File: config.mk
export PLATFORM = sky130hd
export DESIGN_NAME = feistel_block_cipher_64
export DESIGN_NICKNAME = d
export VERILOG_FILES = /design/src/hdl/fbc_pkg.sv /design/src/hdl/fbc_round.sv /design/src/hdl/feistel_block_cipher_64.sv
export SDC_FILE = /design/constraint.sdc
export NUM_CORES = 2
export LEC_CHECK = 0
export BUFFER_PORTS_ARGS = -buffer_cell sky130_fd_sc_hd__buf_2
export CAP_MARGIN = 20
export CORE_MARGIN = 8
export CORE_UTILIZATION = 25
export CTS_BUF_LIST = sky130_fd_sc_hd__clkbuf_4
export CTS_CLUSTER_DIAMETER = 60
export DETAILED_ROUTE_END_ITERATION = 6
export REMOVE_ABC_BUFFERS = 1
export SLEW_MARGIN = 20
export SYNTH_ARGS = -nofsm -noshare
export SYNTH_HDL_FRONTEND = slang
export SYNTH_SLANG_ARGS = --single-unit
File: constraint.sdc
create_clock -name clock -period 40.2 [get_ports clock]
set_input_delay 6.03 -clock clock [delete_from_list [all_inputs] [get_ports clock]]
set_output_delay 6.03 -clock clock [all_outputs]
set_load 0.02 [all_outputs]
File: src/hdl/fbc_pkg.sv
// ----------------------------------------------------------------------------
// fbc_pkg
// Types, constants and helpers of the 64-bit Feistel block cipher.
// ----------------------------------------------------------------------------
package fbc_pkg;

   localparam int ROUND_COUNT = 8;
   localparam int WORD_WIDTH = 32;
   localparam int CSR_ADDR_WIDTH = 3;
   localparam logic [WORD_WIDTH-1:0] SUBKEY_STEP = 32'h1234ABCD;

   localparam logic ACTION_ENCRYPT = 1'b0;
   localparam logic ACTION_DECRYPT = 1'b1;

   localparam logic [0:0] REG_CIPHER_KEY = 1'b0;

   typedef logic [WORD_WIDTH-1:0] word_type;

   typedef struct packed {
      logic     action;
      word_type left_half;
      word_type right_half;
   } req_payload_type;

   typedef struct packed {
      word_type left_result;
      word_type right_result;
   } rsp_payload_type;

   typedef struct packed {
      logic     valid;
      logic     action;
      word_type left_word;
      word_type right_word;
   } stage_type;

   function automatic word_type subkey_offset(input int round_idx);
      logic [63:0] product;
      product = 64'(round_idx) * 64'(SUBKEY_STEP);
      return product[WORD_WIDTH-1:0];
   endfunction

   function automatic word_type round_fn(input word_type half, input word_type subkey);
      word_type rotated;
      rotated = {half[WORD_WIDTH-4:0], half[WORD_WIDTH-1:WORD_WIDTH-3]};
      return (half ^ subkey) + rotated;
   endfunction

endpackage

File: src/hdl/fbc_round.sv
// ----------------------------------------------------------------------------
// fbc_round
// One registered Feistel round; direction follows the item's action bit.
// ----------------------------------------------------------------------------
module fbc_round
   import fbc_pkg::*;
(
   input  logic      clock,
   input  logic      reset,
   input  logic      enable,
   input  stage_type prev_stage,
   input  word_type  enc_subkey,
   input  word_type  dec_subkey,
   output stage_type next_stage
);

   logic      valid_ff;
   logic      valid_in;
   stage_type data_ff;
   stage_type data_in;
   word_type  f_value;

   always_comb begin
      data_in = prev_stage;
      if (prev_stage.action == ACTION_DECRYPT) begin
         f_value = round_fn(prev_stage.left_word, dec_subkey);
         data_in.left_word = prev_stage.right_word ^ f_value;
         data_in.right_word = prev_stage.left_word;
      end else begin
         f_value = round_fn(prev_stage.right_word, enc_subkey);
         data_in.left_word = prev_stage.right_word;
         data_in.right_word = prev_stage.left_word ^ f_value;
      end
      valid_in = enable ? prev_stage.valid : valid_ff;
   end

   always_ff @(posedge clock) begin
      if (reset) begin
         valid_ff <= 1'b0;
      end else begin
         valid_ff <= valid_in;
      end
   end

   always_ff @(posedge clock) begin
      if (enable) begin
         data_ff <= data_in;
      end
   end

   always_comb begin
      next_stage = data_ff;
      next_stage.valid = valid_ff;
   end

endmodule

File: src/hdl/feistel_block_cipher_64.sv
// ----------------------------------------------------------------------------
// feistel_block_cipher_64
// Pipelined 8-round Feistel cipher on 64-bit blocks under a 32-bit key.
// ----------------------------------------------------------------------------
// Usage:
//   Input channel req_*: an item carries action (0 encrypt, 1 decrypt) and
//   the two block halves; it is taken when req_valid is high and req_stall
//   low. Result channel rsp_*: the processed halves, taken when rsp_valid
//   is high and rsp_stall low.
//   Configuration: APB-style port, cipher_key at byte address 0; pready is
//   always high. Write the key only while no item is in flight.
//   Pipeline: an accepted item passes through the round registers in order,
//   and rsp_valid rises when it reaches the last of them. One register stage
//   per round, each holding one 32-bit add and two 32-bit XORs.
//   Throughput: one item per cycle while the receiver does not stall.
//   Stall: while a result waits with rsp_stall high the whole pipeline
//   holds and req_stall is raised; nothing is lost or repeated.
//   Reset: synchronous; clears all stage valid bits and the key to zero.
// ----------------------------------------------------------------------------
module feistel_block_cipher_64
   import fbc_pkg::*;
(
   input  logic                      clock,
   input  logic                      reset,
   input  logic                      req_valid,
   output logic                      req_stall,
   input  req_payload_type           req_payload,
   output logic                      rsp_valid,
   input  logic                      rsp_stall,
   output rsp_payload_type           rsp_payload,
   input  logic                      psel,
   input  logic                      penable,
   input  logic                      pwrite,
   input  logic [CSR_ADDR_WIDTH-1:0] paddr,
   input  logic [WORD_WIDTH-1:0]     pwdata,
   output logic [WORD_WIDTH-1:0]     prdata,
   output logic                      pready
);

   word_type  key_ff;
   word_type  key_in;
   logic      enable;
   stage_type entry_stage;
   stage_type stages [ROUND_COUNT];
   logic [ROUND_COUNT-1:0] stage_valid;
   logic      csr_write;
   logic [0:0] csr_index;

   assign pready = 1'b1;
   assign csr_index = paddr[CSR_ADDR_WIDTH-1:CSR_ADDR_WIDTH-1];
   assign csr_write = psel && penable && pwrite && pready;

   always_comb begin
      key_in = key_ff;
      if (csr_write && csr_index == REG_CIPHER_KEY) begin
         key_in = pwdata;
      end
   end

   always_ff @(posedge clock) begin
      if (reset) begin
         key_ff <= '0;
      end else begin
         key_ff <= key_in;
      end
   end

   always_comb begin
      prdata = '0;
      if (csr_index == REG_CIPHER_KEY) begin
         prdata = key_ff;
      end
   end

   // advance when the output slot is empty or being taken
   assign enable = !(rsp_valid && rsp_stall);
   assign req_stall = !enable;

   always_comb begin
      entry_stage.valid = req_valid;
      entry_stage.action = req_payload.action;
      entry_stage.left_word = req_payload.left_half;
      entry_stage.right_word = req_payload.right_half;
   end

   for (genvar s = 0; s < ROUND_COUNT; s++) begin : g_round
      localparam word_type ENC_OFFSET = subkey_offset(s);
      localparam word_type DEC_OFFSET = subkey_offset(ROUND_COUNT - 1 - s);

      fbc_round u_round (
         .clock      (clock),
         .reset      (reset),
         .enable     (enable),
         .prev_stage ((s == 0) ? entry_stage : stages[(s == 0) ? 0 : s - 1]),
         .enc_subkey (key_ff ^ ENC_OFFSET),
         .dec_subkey (key_ff ^ DEC_OFFSET),
         .next_stage (stages[s])
      );

      assign stage_valid[s] = stages[s].valid;
   end

   assign rsp_valid = stages[ROUND_COUNT-1].valid;
   assign rsp_payload.left_result = stages[ROUND_COUNT-1].left_word;
   assign rsp_payload.right_result = stages[ROUND_COUNT-1].right_word;

`ifndef SYNTHESIS
   a_reset_clears: assert property (@(posedge clock)
      reset |=> stage_valid == '0)
      else $error("pipeline valid bits not cleared by reset");

   a_hold_on_stall: assert property (@(posedge clock) disable iff (reset)
      !enable |=> $stable(stage_valid))
      else $error("pipeline moved while the output was stalled");

   a_entry_taken: assert property (@(posedge clock) disable iff (reset)
      (req_valid && !req_stall) |=> stage_valid[0])
      else $error("accepted item did not enter the first round");
`endif

endmodule
== Yosys cells after proc, flatten, opt, wreduce, memory -nomap -nowiden ==
Index checks and enable logic that the tools add are counted.

* Flip-flop bits (word level): 559
* Output and inout port bits: 99
* Bits of input ports: 107

* Mux-type cells: 9
* Reductions and logical operators: 4
* Add/subtract/negate cells: 16
* Bitwise operators: 40

{| class="wikitable"
|+ Operators with widths
! cell !! number
|-
| 32-bit XOR || 32
|-
| 32-bit adder || 16
|-
| 64-bit two-way mux || 8
|-
| 15-bit inverter || 3
|-
| 32-bit two-way mux || 1
|-
| 16-bit inverter || 2
|-
| 19-bit inverter || 1
|-
| 14-bit inverter || 1
|-
| 1-bit logical AND || 4
|-
| 1-bit inverter || 1
|}

== Longest topological paths before layout ==
* Word-level depth: 5
* Mapped depth: 15

== By module ==
A second synthesis with hierarchy kept.

* Cells, all modules: 6074
* Area total of the unflattened synthesis: 56374.1 um^2

{| class="wikitable"
|+ By module, submodules not included
! module !! cells an instance !! instances !! area an instance (um^2) !! seq. area each (um^2)
|-
| fbc_round (g_round[3].u_round ...) || 703 || 3 || 6651.4 || 1971.9
|-
| fbc_round (g_round[0].u_round) || 767 || 1 || 7108.1 || 1971.9
|-
| fbc_round (g_round[2].u_round) || 771 || 1 || 7060.5 || 1971.9
|-
| fbc_round (g_round[1].u_round) || 755 || 1 || 6999.2 || 1971.9
|-
| fbc_round (g_round[6].u_round) || 733 || 1 || 6786.5 || 1971.9
|-
| fbc_round (g_round[7].u_round) || 729 || 1 || 6760.2 || 1971.9
|-
| feistel_block_cipher_64 || 210 || 1 || 1705.4 || 640.6
|}

== Worst setup path after synthesis ==
OpenSTA, ideal clock, no wires.

* Path type: input port to output port
* From: input rsp_stall
* To: output req_stall
* Buffers on the path: 0
* Setup slack: 12714 ps
* Arrival time: 21456 ps
* Stages: 2
* Cell sequence: nand2_1 -> clkinv_1

* Longest elaborated chain between the ends: 1

{| class="wikitable"
|+ RTL lines
! element !! RTL line !! RTL
|-
| from (decl) || feistel_block_cipher_64.sv:29 || <nowiki>input logic rsp_stall,</nowiki>
|-
| 1-bit logical AND || feistel_block_cipher_64.sv:76 || <nowiki>assign enable = !(rsp_valid && rsp_stall);</nowiki>
|-
| to (decl) || feistel_block_cipher_64.sv:26 || <nowiki>output logic req_stall,</nowiki>
|}

No other way between the ends.

== Worst setup path after layout ==
Same ends and word-level chain as after synthesis.

==> impl_metrics.ini <==
[logic_synthesis]
synth_area_per_cell_um2 = 9.16
async_reset_ff_share_pct = 0
synth_cells = 6017
yosys_warnings = 0
synthFlopType = edfxtp_1
yosys_register_bits = 559
synth_cell_types = 103
ys_seq_area_share_pct = 29.7
synth_edf_count = 519
synth_area_um2 = 55100

[sta]
period_needed_ns = 13.20
fmax_ghz = 0.0758
drv_slew = 0
fin_crit_sh_pct = 32.8
hold_viol = 0
rsz0062_at_grt = no
max_slew_margin_pct = 34.9
final.setup.tns_ns = 0
final.setup_skew_ns = 0.0778
tightest_slew_ns = 0.952
setup_violations = 0

[status]
status = completed

[cts]
cts_root_buffer = clkbuf_4
cts_buffers = 150
ctsResizeCount = 0
clkTransAtPathRegs_ns = 0.06
postCtsSetupBuffers = 0
cts_tree = done
clk_latency_ns = 1.11
cts-hold-fix-buffers = 0
cts_buffer_depth = 3
clkSinkCount = 559
htreeDepth = 4

[routing]
ant_nets = 0
drt_first_pass_iters = 5
vias_per_cell = 4.78
drtIter0Drc = 2799
drt-wirelength-per-cell_um = 17.2
vias = 44000
wirelength_um = 158000
remaining_drc_errors = 0

[worst_setup_path]
required_ns = 34.17
worstPathMaxFanout = 35
endpoint_kind = output pin
startpoint_type = primary input
cp.arrival_ns = 7.17
path_class = primary input to output pin

[cells_and_area]
final_common_cell = xnor2_1
nets = 6957
drive_above_1_share_pct = 8.98
layout_common_cells = xnor2_1, nand2_1, xor2_1
synthToLayoutAreaGrowth_pct = 11.2

[flow_run]
cap_violations = 0

[die]
core_area_um2 = 220000
start_util_pct = 25.1
die_w_um = 486
fp-row-count = 172
io_pins = 206
dieArea_um2 = 236000
dieHeight_um = 486

[global_route]
grt_max_degree = 69
track_usage_pct = 12.9
first_global_vias = 44100
antenna_found_initial = 3
grt_pass1_wl_um = 242000
grt-ovfl-total = 0

[placed_design]
port_buffers = 202
routabilityCongestion = 0.887
dpl.hpwl_um = 132000

[worst_hold_path]
hold_path_class = flip-flop to flip-flop
## cell type report
| class | instances | area, µm² |
|---|---|---|
| fill | 23300 | 158000 |
| multi-input combinational | 5145 | 37600 |
| sequential | 559 | 16400 |
| tap | 2871 | 3590 |
| clock buffer | 198 | 1490 |
| timing repair buffer | 260 | 1450 |
| inverter | 110 | 413 |
| clock inverter | 55 | 397 |
| antenna | 6 | 15.0 |
## sequential cells by signal, summed over array words and instances (netlist names)
name                        cells
g_round.u_round.valid_ff        8
g_round.u_round.next_stage    519
key_ff                         32
## worst paths after layout
kind                                                     endpoint                         from  slack, ns  cells after the start
worst max-delay path                                    req_stall                    rsp_stall      27.00                      4
worst min-delay path                  g_round[2].u_round.valid_ff  g_round[2].u_round.valid_ff       0.45                      2
worst max register to register  g_round[7].u_round.next_stage[28]                    key_ff[0]      35.78                     14
worst min register to register        g_round[2].u_round.valid_ff  g_round[2].u_round.valid_ff       0.45                      2
## through the flow
stage               worst slack (ns)  hold slack, ns  instance area (µm²)  cells  utilization (%)
global route                   26.86           0.477                61300   9203             27.9
finish                         27.00           0.451                61300   9204             27.9
CTS                            26.96           0.455                61300   9198             27.9
detailed placement             26.96           0.447                59400   8945             27.1
global placement               26.97           0.441                59400   8945             27.1
floorplan                      12.71           0.426                54400   5814                -
## synthesized netlist by cell type (all sizes together), types with 51 or more instances
master / count / area, µm²
nand2: 651 / 2440
nand3: 126 / 636
clkbuf: 157 / 591
nor2b: 78 / 488
a21o: 252 / 1890
nor2: 347 / 1310
xor2: 628 / 5500
inv: 107 / 402
nand2b: 55 / 344
a31oi: 63 / 400
ha: 608 / 7610
a21oi: 484 / 2430
nand4: 59 / 369
nor3: 69 / 345
edfxtp: 519 / 15600
and3: 63 / 394
o21bai: 51 / 383
xnor2: 771 / 6750
o21ai: 249 / 1250
## worst max-delay path, cell delays in order
cell      delay (ns)
buf_2           0.11
nand2_4         0.37
clkinv_1        0.38
buf_2           0.26
## metal layers
layer  wire [µm]  GRT usage [%]  up-vias
met1       70200           16.0    20500
li1            -              -    22000
met5          13              0        -
met2       73500           21.9     1151
met3        7480           1.89      287
met4        7290           5.98        2
## cell families (layout without fill, tap and decap cells)
family	count (synthesis)	count (layout)	synth area share, %
AO/OA/AOI/OAI	1447	1447	16.9
multiplexers	17	17	0.340
other	1	7	0.00680
AND/OR/NAND/NOR	1657	1657	14.3
XOR/XNOR	1399	1399	22.2
adder cells (fa/ha/maj)	624	624	14.4
flip-flops	559	559	29.7
buffers and inverters	313	623	2.15
Power is left out: the tool's default activity adds up to more than one toggle a clock period on the data nets, which glitch-free logic cannot reach.
